`config.mk`:
```
export PLATFORM = sky130hd
export DESIGN_NAME = cd_text_pack_builder_core
export DESIGN_NICKNAME = d
export VERILOG_FILES = /design/src/rtl/cdtp_pkg.sv /design/src/rtl/cdtp_packer.sv /design/src/rtl/cdtp_crc_out.sv /design/src/rtl/cd_text_pack_builder_core.sv
export SDC_FILE = /design/constraint.sdc
export NUM_CORES = 1
export LEC_CHECK = 0
export BUFFER_PORTS_ARGS = -buffer_cell sky130_fd_sc_hd__buf_2
export CAP_MARGIN = 30
export CORE_AREA = 3 3 303 156
export CTS_CLUSTER_DIAMETER = 40
export DETAILED_ROUTE_END_ITERATION = 6
export DIE_AREA = 0 0 306 159
export HOLD_SLACK_MARGIN = 0.05
export MAX_ROUTING_LAYER = met4
export PLACE_DENSITY = 0.73
export SYNTH_ARGS = -nofsm -noshare
export SYNTH_HDL_FRONTEND = slang
export SYNTH_SLANG_ARGS = --single-unit
```
`constraint.sdc`:
```
create_clock -name clk -period 39.2 [get_ports clk]
set_clock_uncertainty 0.2 [all_clocks]
set_input_delay 1.96 -clock clk [delete_from_list [all_inputs] [get_ports clk]]
set_output_delay 1.96 -clock clk [all_outputs]
set_load 0.01 [all_outputs]
```
`src/rtl/cdtp_pkg.sv`:
```
// ----------------------------------------------------------------------------
// cdtp_pkg
// Shared types, constants and the CRC column function for the CD-TEXT
// pack builder.
// ----------------------------------------------------------------------------
package cdtp_pkg;

  localparam int DataBytes = 12;
  localparam int DataBits  = DataBytes * 8;
  localparam int CrcBits   = DataBits + 32;          // 4 header bytes + data

  localparam logic [3:0]  CHAR_POS_MAX    = 4'd15;
  localparam logic [3:0]  LAST_DATA_INDEX = 4'd11;
  localparam logic [15:0] CRC_INVERT      = 16'hffff;
  localparam logic [15:0] CRC_POLY        = 16'h1021;

  typedef struct packed {
    logic [7:0] pack_type;
    logic [7:0] text_byte;
    logic       end_of_string;
    logic       last_string;
  } item_t;

  typedef struct packed {
    logic [7:0]          pack_type;
    logic [7:0]          track;
    logic [7:0]          seq_num;
    logic [3:0]          char_pos;
    logic [DataBits-1:0] data;
    logic                block_end;
  } pack_t;

  // CRC of a message that has only message bit k set (bit 0 sent first).
  // Evaluated at elaboration only; the CRC is linear with a zero start value.
  function automatic logic [15:0] crc_column(input int k);
    logic [15:0] c;
    logic        fb;
    c = '0;
    for (int j = 0; j < CrcBits; j++) begin
      fb = c[15] ^ (j == k);
      c  = {c[14:0], 1'b0} ^ (fb ? CRC_POLY : 16'h0000);
    end
    return c;
  endfunction

endpackage

```
`src/rtl/cdtp_packer.sv`:
```
// ----------------------------------------------------------------------------
// cdtp_packer
// Block and pack state: places characters and terminators into the open pack
// and registers a finished pack with its header.
// ----------------------------------------------------------------------------
module cdtp_packer (
  input  logic            clk,
  input  logic            rst,
  input  logic            item_valid,
  input  cdtp_pkg::item_t item,
  output logic            item_ready,
  output logic            pack_valid,
  output cdtp_pkg::pack_t pack,
  input  logic            pack_ready
);

  logic [cdtp_pkg::DataBits-1:0] pack_data, pack_data_next;
  logic [3:0] fill_position, fill_position_next;
  logic [3:0] string_chars, string_chars_next;
  logic [7:0] current_track, current_track_next;
  logic [7:0] pack_sequence;
  logic [7:0] open_type, open_type_next;
  logic [7:0] open_track, open_track_next;
  logic [3:0] open_char_position, open_char_position_next;
  logic       block_open, block_open_next;

  logic                          fire, emit, full;
  logic [cdtp_pkg::DataBits-1:0] eff_data, data_w;
  logic [3:0]                    eff_fill, eff_chars;
  logic [7:0]                    eff_track, eff_otrack, wr_byte;
  logic [3:0]                    eff_ocpos;
  cdtp_pkg::pack_t               pack_next;

  assign item_ready = !pack_valid || pack_ready;
  assign fire       = item_valid && item_ready;

  always_comb begin
    // a closed block opens a fresh pack first
    eff_data   = block_open ? pack_data          : '0;
    eff_fill   = block_open ? fill_position      : 4'd0;
    eff_chars  = block_open ? string_chars       : 4'd0;
    eff_track  = block_open ? current_track      : 8'd0;
    eff_otrack = block_open ? open_track         : 8'd0;
    eff_ocpos  = block_open ? open_char_position : 4'd0;
    open_type_next = block_open ? open_type : item.pack_type;

    wr_byte = item.end_of_string ? 8'd0 : item.text_byte;
    data_w  = eff_data;
    for (int i = 0; i < cdtp_pkg::DataBytes; i++) begin
      if (eff_fill == 4'(i)) data_w[cdtp_pkg::DataBits-1-8*i -: 8] = wr_byte;
    end
    full = (eff_fill == cdtp_pkg::LAST_DATA_INDEX);

    pack_data_next          = data_w;
    fill_position_next      = eff_fill + 4'd1;
    open_track_next         = eff_otrack;
    open_char_position_next = eff_ocpos;
    block_open_next         = 1'b1;
    current_track_next      = eff_track;
    emit                    = 1'b0;

    if (!item.end_of_string) begin
      string_chars_next = (eff_chars == cdtp_pkg::CHAR_POS_MAX) ? eff_chars
                                                                : eff_chars + 4'd1;
      if (full) begin
        emit                    = 1'b1;
        pack_data_next          = '0;
        fill_position_next      = 4'd0;
        open_track_next         = eff_track;
        open_char_position_next = string_chars_next;
      end
    end else begin
      string_chars_next  = 4'd0;
      current_track_next = eff_track + 8'd1;
      if (item.last_string) begin
        emit                    = 1'b1;
        block_open_next         = 1'b0;
        pack_data_next          = '0;
        fill_position_next      = 4'd0;
        open_track_next         = 8'd0;
        open_char_position_next = 4'd0;
      end else if (full) begin
        emit                    = 1'b1;
        pack_data_next          = '0;
        fill_position_next      = 4'd0;
        open_track_next         = current_track_next;
        open_char_position_next = 4'd0;
      end
    end

    pack_next.pack_type = open_type_next;
    pack_next.track     = eff_otrack;
    pack_next.seq_num   = pack_sequence;
    pack_next.char_pos  = eff_ocpos;
    pack_next.data      = data_w;
    pack_next.block_end = item.end_of_string && item.last_string;
  end

  always_ff @(posedge clk) begin
    if (rst) begin
      pack_data          <= '0;
      fill_position      <= '0;
      string_chars       <= '0;
      current_track      <= '0;
      pack_sequence      <= '0;
      open_type          <= '0;
      open_track         <= '0;
      open_char_position <= '0;
      block_open         <= 1'b0;
      pack_valid         <= 1'b0;
    end else if (fire) begin
      pack_data          <= pack_data_next;
      fill_position      <= fill_position_next;
      string_chars       <= string_chars_next;
      current_track      <= current_track_next;
      open_type          <= open_type_next;
      open_track         <= open_track_next;
      open_char_position <= open_char_position_next;
      block_open         <= block_open_next;
      pack_valid         <= emit;
      if (emit) pack_sequence <= pack_sequence + 8'd1;
    end else if (pack_ready) begin
      pack_valid <= 1'b0;
    end
  end

  always_ff @(posedge clk) begin
    if (fire && emit) pack <= pack_next;
  end

endmodule

```
`src/rtl/cdtp_crc_out.sv`:
```
// ----------------------------------------------------------------------------
// cdtp_crc_out
// Parallel CRC-16 over the 16 pack bytes and the result register.
// ----------------------------------------------------------------------------
module cdtp_crc_out (
  input  logic            clk,
  input  logic            rst,
  input  logic            pack_valid,
  input  cdtp_pkg::pack_t pack,
  output logic            pack_ready,
  output logic            out_valid,
  input  logic            out_stall,
  output logic [7:0]      out_pack_type,
  output logic [7:0]      track_number,
  output logic [7:0]      sequence_number,
  output logic [3:0]      char_position,
  output logic [63:0]     data_bytes_0_to_7,
  output logic [31:0]     data_bytes_8_to_11,
  output logic [15:0]     crc,
  output logic            block_end
);

  logic [cdtp_pkg::CrcBits-1:0] msg;
  logic [15:0]                  terms [cdtp_pkg::CrcBits];
  logic [15:0]                  crc_next;

  assign msg = {pack.pack_type, pack.track, pack.seq_num, 4'd0, pack.char_pos,
                pack.data};

  // each message bit folds in a fixed 16-bit column
  for (genvar k = 0; k < cdtp_pkg::CrcBits; k++) begin : g_col
    localparam logic [15:0] Col = cdtp_pkg::crc_column(k);
    assign terms[k] = msg[cdtp_pkg::CrcBits-1-k] ? Col : 16'h0000;
  end

  always_comb begin
    crc_next = cdtp_pkg::CRC_INVERT;
    for (int k = 0; k < cdtp_pkg::CrcBits; k++) crc_next = crc_next ^ terms[k];
  end

  assign pack_ready = !out_valid || !out_stall;

  always_ff @(posedge clk) begin
    if (rst) out_valid <= 1'b0;
    else if (pack_ready) out_valid <= pack_valid;
  end

  always_ff @(posedge clk) begin
    if (pack_valid && pack_ready) begin
      out_pack_type      <= pack.pack_type;
      track_number       <= pack.track;
      sequence_number    <= pack.seq_num;
      char_position      <= pack.char_pos;
      data_bytes_0_to_7  <= pack.data[95:32];
      data_bytes_8_to_11 <= pack.data[31:0];
      crc                <= crc_next;
      block_end          <= pack.block_end;
    end
  end

endmodule

```
`src/rtl/cd_text_pack_builder_core.sv`:
```
// ----------------------------------------------------------------------------
// cd_text_pack_builder_core
// CD-TEXT pack builder: one character or terminator per request in, one
// 18-byte pack (header, 12 data bytes, CRC) out each time a pack is finished.
// ----------------------------------------------------------------------------
// Path: the request that finishes a pack passes the input register, then the
//   finished pack passes the pack register and then the CRC/result register.
// Throughput: one request per cycle; out_stall backs up through the stages.
// Reset: synchronous rst empties all stages and closes any open block;
//   sequence counter, track and pack contents return to zero.
module cd_text_pack_builder_core (
  input  logic        clk,
  input  logic        rst,
  input  logic        in_valid,
  output logic        in_stall,
  input  logic [7:0]  pack_type,
  input  logic [7:0]  text_byte,
  input  logic        end_of_string,
  input  logic        last_string,
  output logic        out_valid,
  input  logic        out_stall,
  output logic [7:0]  out_pack_type,
  output logic [7:0]  track_number,
  output logic [7:0]  sequence_number,
  output logic [3:0]  char_position,
  output logic [63:0] data_bytes_0_to_7,
  output logic [31:0] data_bytes_8_to_11,
  output logic [15:0] crc,
  output logic        block_end
);

  logic            item_valid, item_ready, pack_valid, pack_ready;
  cdtp_pkg::item_t item;
  cdtp_pkg::pack_t pack;

  assign in_stall = item_valid && !item_ready;

  always_ff @(posedge clk) begin
    if (rst) item_valid <= 1'b0;
    else if (!in_stall) item_valid <= in_valid;
  end

  always_ff @(posedge clk) begin
    if (in_valid && !in_stall) begin
      item.pack_type     <= pack_type;
      item.text_byte     <= text_byte;
      item.end_of_string <= end_of_string;
      item.last_string   <= last_string;
    end
  end

  cdtp_packer u_packer (
    .clk        (clk),
    .rst        (rst),
    .item_valid (item_valid),
    .item       (item),
    .item_ready (item_ready),
    .pack_valid (pack_valid),
    .pack       (pack),
    .pack_ready (pack_ready)
  );

  cdtp_crc_out u_crc_out (
    .clk                (clk),
    .rst                (rst),
    .pack_valid         (pack_valid),
    .pack               (pack),
    .pack_ready         (pack_ready),
    .out_valid          (out_valid),
    .out_stall          (out_stall),
    .out_pack_type      (out_pack_type),
    .track_number       (track_number),
    .sequence_number    (sequence_number),
    .char_position      (char_position),
    .data_bytes_0_to_7  (data_bytes_0_to_7),
    .data_bytes_8_to_11 (data_bytes_8_to_11),
    .crc                (crc),
    .block_end          (block_end)
  );

endmodule

```
==> results of run 1 <==
report_power, final:
| part | switching (µW) | internal (µW) | leakage [µW] |
|---|---|---|---|
| clock | 180 | 228 | 0.000676 |
| combinational | 58.0 | 61.5 | 0.00416 |
| sequential | 9.68 | 491 | 0.00384 |
sequential cells by signal, summed over array words and instances (netlist names), 8 cells and up:
register	cells
item	18
u_crc_out.crc	16
u_crc_out.data_bytes_0_to_7	64
u_crc_out.data_bytes_8_to_11	32
u_crc_out.out_pack_type	8
u_crc_out.sequence_number	8
u_crc_out.track_number	8
u_packer.current_track	8
u_packer.open_track	8
u_packer.open_type	8
u_packer.pack	125
u_packer.pack_data	96
u_packer.pack_sequence	8
per-stage QoR:
stage               std cells  hold WS [ps]  utilization (%)  total power [µW]  setup WS, ps
floorplan                1528           200                -               596         26000
global placement         2214           206             47.8               627         34260
detailed placement       2215           215             47.8               627         34210
CTS                      2294           232             50.9              1030         34370
global route             2297           236             51.1              1060         34280
finish                   2297           226             51.1              1030         34360
cell usage after synthesis, drive strengths merged (2+ instances only):
| cell | n |
|---|---|
| edfxtp | 284 |
| xnor2 | 206 |
| nor2 | 162 |
| dfxtp | 144 |
| a22oi | 95 |
| xnor3 | 90 |
| clkbuf | 75 |
| nand2 | 70 |
| nand3 | 70 |
| xor2 | 70 |
| o21ai | 65 |
| mux2i | 36 |
| a21oi | 26 |
| and2 | 24 |
| nor3 | 14 |
| buf | 12 |
| mux2 | 10 |
| nand4b | 8 |
| xor3 | 8 |
| ha | 7 |
| inv | 7 |
| nand4 | 7 |
| a31oi | 5 |
| nor2b | 5 |
| a32oi | 4 |
| and3 | 4 |
| a211oi | 3 |
| a21boi | 2 |
| a311oi | 2 |
logic make-up after synthesis:
family,count (synthesis)
compound gates,210
fa+ha+maj,7
xor+xnor,374
flops,428
mux,46
buf+inv,94
simple gates,369
layout make-up:
cell class / instances / area [µm²] / share of cell area (%)
clock buffers: 53 / 1120 / 4.91
clock inverters: 26 / 278 / 1.21
inverters: 7 / 26.3 / 0.115
multi-input cells: 1006 / 8300 / 36.3
flip-flops and latches: 428 / 11400 / 49.8
well taps: 598 / 748 / 3.27
repair buffers: 179 / 1000 / 4.38
worst max-delay path, cell delays in order:
cell and delay (ps):
buf_2 130, nand3_1 180, nor2_1 230, buf_2 180
final timing paths:
check	startpoint	end	slack, ps
min	u_packer.pack[0]	u_crc_out.block_end	230
max	out_stall	in_stall	34360
min reg2reg	u_packer.pack[0]	u_crc_out.block_end	230
max reg2reg	u_packer.block_open	u_packer.pack_sequence[4]	34940
placed cells by master (no fill, tap or decap), drive strengths merged, types with 10 or more instances in the layout:
master  count
edfxtp    284
xnor2     206
buf       179
nor2      162
dfxtp     144
a22oi      95
xnor3      90
nand3      70
nand2      70
xor2       70
o21ai      65
clkbuf     53
mux2i      36
a21oi      26
and2       24
clkinv     16
nor3       14
inv        11
mux2       10
layer usage:
layer  up-vias  part of all wire, %  track usage, %
li1       5748                    -               -
met1      6326                   40            31.5
met2       727                   44            34.9
met3       136                   12            7.32
met4         0                  3.6            8.73
met5         -                    0               -
==> impl_metrics.toml, run 1 <==
[die]
core-area_um2 = 44800
initial_utilization_pct = 44.7
die_w_um = 306
dieArea_um2 = 48700
rows = 55
die_h_um = 159
io_pins = 165

[drt]
drt-pass1-iter-count = 7
route.detailed.drc = 1
wl_um = 58000
post_drt_wl_per_cell_um = 25.2
route.antenna.remaining_nets = 0
vias = 12937
drt_iter0_drc = 1751
via_per_inst = 5.63

[global_routing]
grt_usage_pct = 23.9
grt_pass1_vias = 12449
grt_pass1_wl_um = 82900
antenna_found_initial = 0
grt_max_degree = 99
grt-ovfl-total = 0

[logic_synthesis]
synthAdderAreaFrac_pct = 0.437
yosys.cell_types.count = 49
ys_ff_latch = 428
synthTopCellsByArea = "edfxtp_1, dfxtp_1, xnor3_1"
ys_warn_count = 0
synth-xor-area-share_pct = 23.4
synth-main-ff-cell = "edfxtp_1"
synth-simple-area-share_pct = 8.25
yosys.area.top_type_share_pct = 42.6
syn_area_um2 = 20000
synth_compound_area_share_pct = 6.80
synth_top_family_by_area = "XOR/XNOR gates"
yosys.area.top_type = "edfxtp_1"
synthMuxAreaShare_pct = 2.36
ys_seq_area_share_pct = 57.0
syn_avg_cell_area_um2 = 13.1
synthCells = 1528
async_flop_share_pct = 0
syn-num-nets = 1557
synth_edf_count = 284

[clock_tree]
cts.sinks = 428
clk_path_buf_depth = 3
cts_root_buffer = "clkbuf_16"
clkTransAtPathRegs_ps = 60
cts_setup_buffers = 0
cts-resized-gates = 0
cts_tree = "done"
cts_hold_buf = 0
insertion_delay_ps = 570
cts_made_buffers = 43
htree_levels = 2

[setup_path]
required_ps = 37040
reg2regPathDepth = 11
arrival_ps = 2680
worstPathMaxFanout = 4
start_kind = "input port"
cp-end-kind = "primary output"
worstSetupPathType = "in2out"

[min_path]
holdPathStages = 0
hp-class = "reg2reg"

[sta]
setup_viol = 0
worstMarginPinSlew_ps = 1060
slew_headroom_pct = 29.4
finalHoldViolCount = 0
rsz0062_at_grt = "no"
final.setup.tns_ps = 0
period_share_pct = 12.3
maxSlewViolCount = 0
period_needed_ps = 4840
max_freq_mhz = 207

[placement]
gp_congestion = 0.965
portBuffers = 164
hpwlAfterDp_um = 40900
place_area_um2 = 21400

[layout]
fillers = 3744
final_area_um2 = 22900
final_layout_size_suffix_gt1_share_pct = 16.1
nets = 1694
area_growth_syn_to_layout_pct = 14.3
num_antenna_cells = 0

[run_status]
violations = "DRC"
status = "complete, but fails checks"

[power_and_ir_drop]
leakagePower_uw = 0.00868
power_density_nw_per_um2 = 44.9
vdd_drop_max_uv = 23.1

[run]
maxCapViolCount = 0
No activity file was read; power rests on OpenSTA's default activity.
==> run 2, diff against run 1 <==
--- a/config.mk
+++ b/config.mk
@@ -5,12 +5,13 @@
 export SDC_FILE = /design/constraint.sdc
 export NUM_CORES = 1
 export LEC_CHECK = 0
+export ABC_AREA = 1
 export BUFFER_PORTS_ARGS = -buffer_cell sky130_fd_sc_hd__buf_2
 export CAP_MARGIN = 30
-export CORE_AREA = 3 3 303 156
+export CORE_AREA = 3 3 343 176
 export CTS_CLUSTER_DIAMETER = 40
 export DETAILED_ROUTE_END_ITERATION = 6
-export DIE_AREA = 0 0 306 159
+export DIE_AREA = 0 0 346 179
 export HOLD_SLACK_MARGIN = 0.05
 export MAX_ROUTING_LAYER = met4
 export PLACE_DENSITY = 0.73
==> constraint.sdc (replaced) <==
create_clock -name clk -period 4.5 [get_ports clk]
set_clock_uncertainty 0.2 [all_clocks]
set_input_delay 0.225 -clock clk [delete_from_list [all_inputs] [get_ports clk]]
set_output_delay 0.225 -clock clk [all_outputs]
set_load 0.01 [all_outputs]
==> run 2 against run 1 <==
Net effect:
- the flow now finishes without violations
- global-route usage rose by 3.2 points
- first-iteration DRC count rose by 64%
- via count rose by 65%
- final area rose by 24%
- register-to-register slack got worse by 34000 ps
- die area rose by 27%
- synthesized cell count rose by 100%
- wire length rose by 44%
- non-clock buffer count rose by 20
- critical path type is now reg2reg
- largest power group unchanged
==> impl_metrics.toml, run 2 <==
[layout]
final_layout_size_suffix_gt1_share_pct = 9.16
nets = 3191
area_growth_syn_to_layout_pct = 10.7
final_cell_mix = "nand2_1, inv_1, xnor2_1"
top_regs = "u_packer.pack: 125 flops, u_packer.pack_data: 96 flops, u_crc_out.data_bytes_0_to_7: 64 flops"
largest_reg_flops = 125
final_common_cell = "nand2_1"
largest_register = "u_packer.pack"
final_area_um2 = 28500
fillers = 5214

[clock_tree]
clk_path_buf_depth = 3
cts-resized-gates = 0
htree_levels = 2
cts.sinks = 428
insertion_delay_ps = 580
clkTransAtPathRegs_ps = 70
cts_made_buffers = 44
cts_root_buffer = "clkbuf_16"
cts_tree = "done"

[sta]
final.setup.tns_ps = 0
slew_headroom_pct = 26.7
period_share_pct = 73.1
max_freq_mhz = 304
rsz0062_at_grt = "no"
setup_slack_ps = 1210
period_needed_ps = 3290
setup_viol = 0
worstMarginPinSlew_ps = 1100
finalHoldViolCount = 0
maxSlewViolCount = 0

[logic_synthesis]
synthTopCellsByArea = "edfxtp_1, nand2_1, dfxtp_1"
synthCells = 3104
ys_warn_count = 0
synth-main-ff-cell = "edfxtp_1"
syn_avg_cell_area_um2 = 8.29
yosys.cell_types.count = 47
async_flop_share_pct = 0
synthTopCellsByCount = "nand2_1, inv_1, xnor2_1"
syn-num-nets = 3133
ys_ff_latch = 428
yosys.area.top_type_share_pct = 33.2
ys_seq_area_share_pct = 44.4
synth_edf_count = 284
synth.most_common_cell = "nand2_1"
syn_area_um2 = 25700
yosys.area.top_type = "edfxtp_1"

[setup_path]
critPathTopFamily = "simple AND/OR/NAND/NOR gates"
crit_chain = "nand2_1, inv_1, ha_1, nand2_4, nand2_2, inv_2, nor2_8, buf_4, inv_2, nor4_4, nand3_2, nor2_2, o21ai_1, a21oi_1"
path_buf_inv = 4
cp-end-kind = "register"
max_stage_delay_ps = 750
worst-path-stages = 14
worstPathMaxFanout = 54
crit_top_cell = "inv_2"
crit_path_top_delay_cell = "dfxtp_4"
arrival_ps = 3590
reg2regPathDepth = 14
required_ps = 4800
worstSetupPathType = "reg2reg"
start_kind = "register"

[min_path]
holdPathStages = 2
hp-class = "in2reg"

[power_and_ir_drop]
power_density_nw_per_um2 = 327
pwr-share-comb_pct = 10.6
p_int_uw = 6880
seqPwrFrac_pct = 46.9
total_power_uw = 9330
clock_power_share_pct = 42.5
vdd_drop_max_uv = 221
swShare_pct = 26.2
leakagePower_uw = 0.0121
power_switching_uw = 2450

[drt]
vias = 21310
via_per_inst = 5.37
route.antenna.remaining_nets = 0
route.detailed.drc = 0
post_drt_wl_per_cell_um = 21.1
wl_um = 83700
drt-pass1-iter-count = 6
drt_iter0_drc = 2878

[die]
die_w_um = 346
io_pins = 165
dieArea_um2 = 61900
rows = 62
core-area_um2 = 57200
initial_utilization_pct = 44.9
die_h_um = 179

[global_routing]
grt_usage_pct = 27.1
grt_pass1_vias = 19631
grt-ovfl-total = 0
grt_pass1_wl_um = 121000
grt_max_degree = 125
antenna_found_initial = 1

[placement]
place_area_um2 = 26700
hpwlAfterDp_um = 59900
place_ws_ps = 1250
gp_congestion = 1.02
portBuffers = 164

[run_status]
status = "finished, final reports clean"

[run]
maxCapViolCount = 0
==> run 2: cell count changes in the layout (fill, tap and decap cells not counted), moves of 24 or more <==
cell,delta
a22oi_1,-95
mux2i_1,-36
xnor3_1,-84
nand3b_1,+45
and2_1,-24
nand3_1,+157
xnor2_1,+87
a21oi_1,+113
xor2_1,+181
nand2_1,+912
nor2_1,-117
o21ai_0,+67
inv_1,+285
==> run 2: power by group through the flow <==
stage	Sequential (µW)	Combinational (µW)	Clock, µW
2_1_floorplan	4360	762	0
3_3_place_gp	4450	925	0
3_5_place_dp	4450	956	0
4_1_cts	4370	977	4000
5_1_grt	4370	1100	4160
6_report	4370	991	3960
==> run 2: worst paths after layout <==
kind	start	end	slack [ps]
setup / recovery	u_packer.block_open	u_packer.pack_sequence[7]	1210
hold / removal	text_byte[2]	item[4]	170
setup reg to reg	u_packer.block_open	u_packer.pack_sequence[7]	1210
hold reg to reg	u_packer.pack_sequence[3]	u_packer.pack[104]	240
==> run 2: area by class of cell <==
cell class	instances	area, µm²	area share [%]
diodes	1	2.50	0.00879
clock buffers	57	1230	4.32
clock inverters	24	367	1.29
inverters	297	1110	3.91
multi-input cells	2192	12200	42.8
flip-flops and latches	428	11400	40.1
well taps	768	961	3.37
repair buffers	199	1200	4.20
==> run 2: cell families after synthesis <==
kind of cell             after synthesis  share of synthesized area (%)
adder cells (fa/ha/maj)                7                          0.341
AO/OA/AOI/OAI                        286                           5.70
AND/OR/NAND/NOR                     1349                           22.1
buffers and inverters                484                           8.30
flip-flops                           428                           44.4
XOR/XNOR                             550                           19.2
==> run 2: worst reg2reg max path: stages, from the launching register on <==
cell and delay [ps]:
dfxtp_4 750, nand2_1 210, inv_1 150, ha_1 280, nand2_4 170, nand2_2 110, inv_2 70, nor2_8 100
buf_4 380, inv_2 140, nor4_4 210, nand3_2 130, nor2_2 120, o21ai_1 70, a21oi_1 140
==> run 2: metal layers <==
layer | routed length [µm] | global-route usage, % | share of wire (%)
met5 | 0 | - | 0
met4 | 4850 | 14.2 | 5.8
met3 | 10600 | 7.23 | 13
met2 | 35800 | 40.4 | 43
met1 | 32500 | 33.9 | 39
==> run 2: through the flow <==
| step | hold WS [ps] | util (%) | cells |
|---|---|---|---|
| finish | 173 | 49.8 | 3966 |
| global route | 174 | 49.7 | 3965 |
| CTS | 155 | 49.7 | 3965 |
| detailed placement | 204 | 46.6 | 3861 |
| global placement | 202 | 46.5 | 3859 |
| floorplan | 124 | - | 3104 |
==> run 2: what timing repair did <==
| action | 4_1_cts | 5_1_grt |
|---|---|---|
| endpoints found under the hold margin | 90 | 0 |
| hold buffers | 23 | 0 |
| buffers inserted | 0 | 0 |
==> run 3, diff against run 2 <==
--- a/config.mk
+++ b/config.mk
@@ -5,16 +5,16 @@
 export SDC_FILE = /design/constraint.sdc
 export NUM_CORES = 1
 export LEC_CHECK = 0
-export ABC_AREA = 1
+export ABC_AREA = 0
 export BUFFER_PORTS_ARGS = -buffer_cell sky130_fd_sc_hd__buf_2
 export CAP_MARGIN = 30
-export CORE_AREA = 3 3 343 176
+export CORE_AREA = 3 3 303 156
 export CTS_CLUSTER_DIAMETER = 40
 export DETAILED_ROUTE_END_ITERATION = 6
-export DIE_AREA = 0 0 346 179
+export DIE_AREA = 0 0 306 159
 export HOLD_SLACK_MARGIN = 0.05
 export MAX_ROUTING_LAYER = met4
-export PLACE_DENSITY = 0.73
+export PLACE_DENSITY = 0.76
 export SYNTH_ARGS = -nofsm -noshare
 export SYNTH_HDL_FRONTEND = slang
 export SYNTH_SLANG_ARGS = --single-unit
==> constraint.sdc (replaced) <==
create_clock -name clk -period 2.9 [get_ports clk]
set_clock_uncertainty 0.2 [all_clocks]
set_input_delay 0.145 -clock clk [delete_from_list [all_inputs] [get_ports clk]]
set_output_delay 0.145 -clock clk [all_outputs]
set_load 0.01 [all_outputs]
==> run 3 against run 2 <==
Net effect:
- hold slack worse by 100 ps
- maximum frequency increased by 14%
- cell count decreased by 37%
- global-route usage shrank 0.24 points
- clock power up 57%
- combinational power up 80%
- clock-buffer cell count down 3
- worst setup slack got worse by 1200 ps
- critical path depth down 9
- final area shrank 13%
- register-to-register slack worse by 1200 ps
- critical path type unchanged
- largest cell class is now flip-flops and latches
- highest routed layer unchanged
==> impl_metrics.toml, run 3 (synthesis results as in run 1) <==
[placement]
portBuffers = 164
hpwlAfterDp_um = 47800
gp_congestion = 0.987
place_area_um2 = 22700

[setup_path]
start_kind = "register"
crit_start = "u_packer.pack[111]"
crit_top_cell = "xnor3_1"
max_stage_delay_ps = 510
crit_chain = "xnor3_1, xnor2_2, xnor3_1, xnor3_1, xnor3_1"
r2r_start = "u_packer.pack[111]"
required_ps = 3010
worstPathMaxFanout = 3
cp-end-kind = "register"
arrival_ps = 2990
crit_path_top_delay_cell = "xnor3_1"
worstSetupPathType = "reg2reg"

[die]
dieArea_um2 = 48700
die_h_um = 159
die_w_um = 306
initial_utilization_pct = 44.7
io_pins = 165
rows = 55
core-area_um2 = 44800

[run_status]
status = "finished, final reports clean"

[drt]
route.antenna.remaining_nets = 0
wl_um = 64400
post_drt_wl_per_cell_um = 25.8
wl_met1_um = 26500
via_per_inst = 5.59
drt_iter0_drc = 2203
highest_layer = "met4"
drt-pass1-iter-count = 5
route.detailed.drc = 0
routed-wl-met2_um = 29100
vias = 13941
met3_length_um = 7380

[clock_tree]
cts.sinks = 428
clkTransAtPathRegs_ps = 70
cts_made_buffers = 46
clk_path_buf_depth = 3
cts_tree = "done"
htree_levels = 2
insertion_delay_ps = 590
cts_root_buffer = "clkbuf_16"

[sta]
setup_viol = 0
rsz0062_at_grt = "yes"
period_needed_ps = 2880
maxSlewViolCount = 0
slew_headroom_pct = 49.4
final.setup.tns_ps = 0
finalHoldViolCount = 0
worstMarginPinSlew_ps = 757
period_share_pct = 99.4
max_freq_mhz = 347

[power_and_ir_drop]
seqPwrFrac_pct = 45.7
vdd_drop_max_uv = 419
power_switching_uw = 3620
pwr-share-comb_pct = 12.1
power_density_nw_per_um2 = 594
leakagePower_uw = 0.00972
swShare_pct = 24.6
p_int_uw = 11100
clock_power_share_pct = 42.2

[layout]
final_area_um2 = 24700
register_area_um2 = 11400
largest_reg_flops = 125
final_cell_mix = "edfxtp_1, xnor2_1, buf_4"
final_layout_size_suffix_gt1_share_pct = 24.6
multi_input_area_um2 = 8380
top_regs = "u_packer.pack: 125 flops, u_packer.pack_data: 96 flops, u_crc_out.data_bytes_0_to_7: 64 flops"
largest_register = "u_packer.pack"
final_common_cell = "edfxtp_1"
post-route-util_pct = 55.2
nets = 1884
fillers = 3561
area_growth_syn_to_layout_pct = 23.4

[global_routing]
grt_usage_pct = 26.8
antenna_found_initial = 3
grt_pass1_wl_um = 92600
grt-ovfl-total = 0
grt_pass1_vias = 13405
grt_max_degree = 85

[min_path]
hp-class = "in2reg"
min_from = "pack_type[2]"

[run]
maxCapViolCount = 0
-- run 3: cell count changes in the layout (fill, tap and decap cells not counted), sizes merged, moves of 95 or more --
cell   delta
nand2   -916
inv     -289
a21oi   -114
a22oi    +95
xor2    -181
nor2    +112
nand3   -158
buf     +166
-- run 3: per-layer routing --
layer	vias up	track usage, %
met5	-	-
met4	0	5.93
met3	97	5.48
met2	820	40.5
met1	6902	37.6
li1	6122	-
-- run 3: timing repair --
item / CTS / global route
setup buffers: 0 / 10
endpoints found under the setup margin: 2 / 9
endpoints found under the hold margin: 186 / 0
gates resized for setup: 3 / 6
hold buffers: 24 / 0
pin swaps: 0 / 1
-- run 3: metrics by stage --
step | setup WS [ps] | cells | hold WS [ps] | power, µW
final | 18.1 | 2493 | 71.0 | 14700
after global placement | -102 | 2371 | 122 | 8540
after global routing | -5.22 | 2492 | 66.4 | 15100
after detailed placement | -114 | 2371 | 123 | 8550
after CTS | 0.640 | 2480 | 50.0 | 14700
after floorplan | -3030 | 1528 | 43.9 | 8010
-- run 3: cell type report --
class | instances | area share (%)
timing repair buffer | 366 | 10.1
tap | 598 | 3.03
antenna | 3 | 0.0304
multi-input combinational | 1006 | 33.9
clock buffer | 54 | 5.12
sequential | 428 | 46.2
inverter | 7 | 0.116
clock inverter | 31 | 1.50
-- run 3: power by group through the flow --
stage               sequential [µW]  combinational (µW)  clock, µW
global placement               6840                1700          0
finish                         6710                1780       6210
global route                   6710                1870       6520
floorplan                      6830                1180          0
CTS                            6710                1760       6250
detailed placement             6840                1710          0
-- run 3: critical path, delay by kind of cell, from the launching register on --
kind      cells  cell delay (ps)
flops         1              480
xor+xnor      5             1930
-- run 3: path summary, 6_finish.rpt --
check / end / slack (ps) / cells past startpoint
worst min-delay path: item[12] / 70 / 2
worst min register to register: u_crc_out.block_end / 240 / 0
worst max-delay path: u_crc_out.crc[7] / 20 / 5
worst max register to register: u_crc_out.crc[7] / 20 / 5
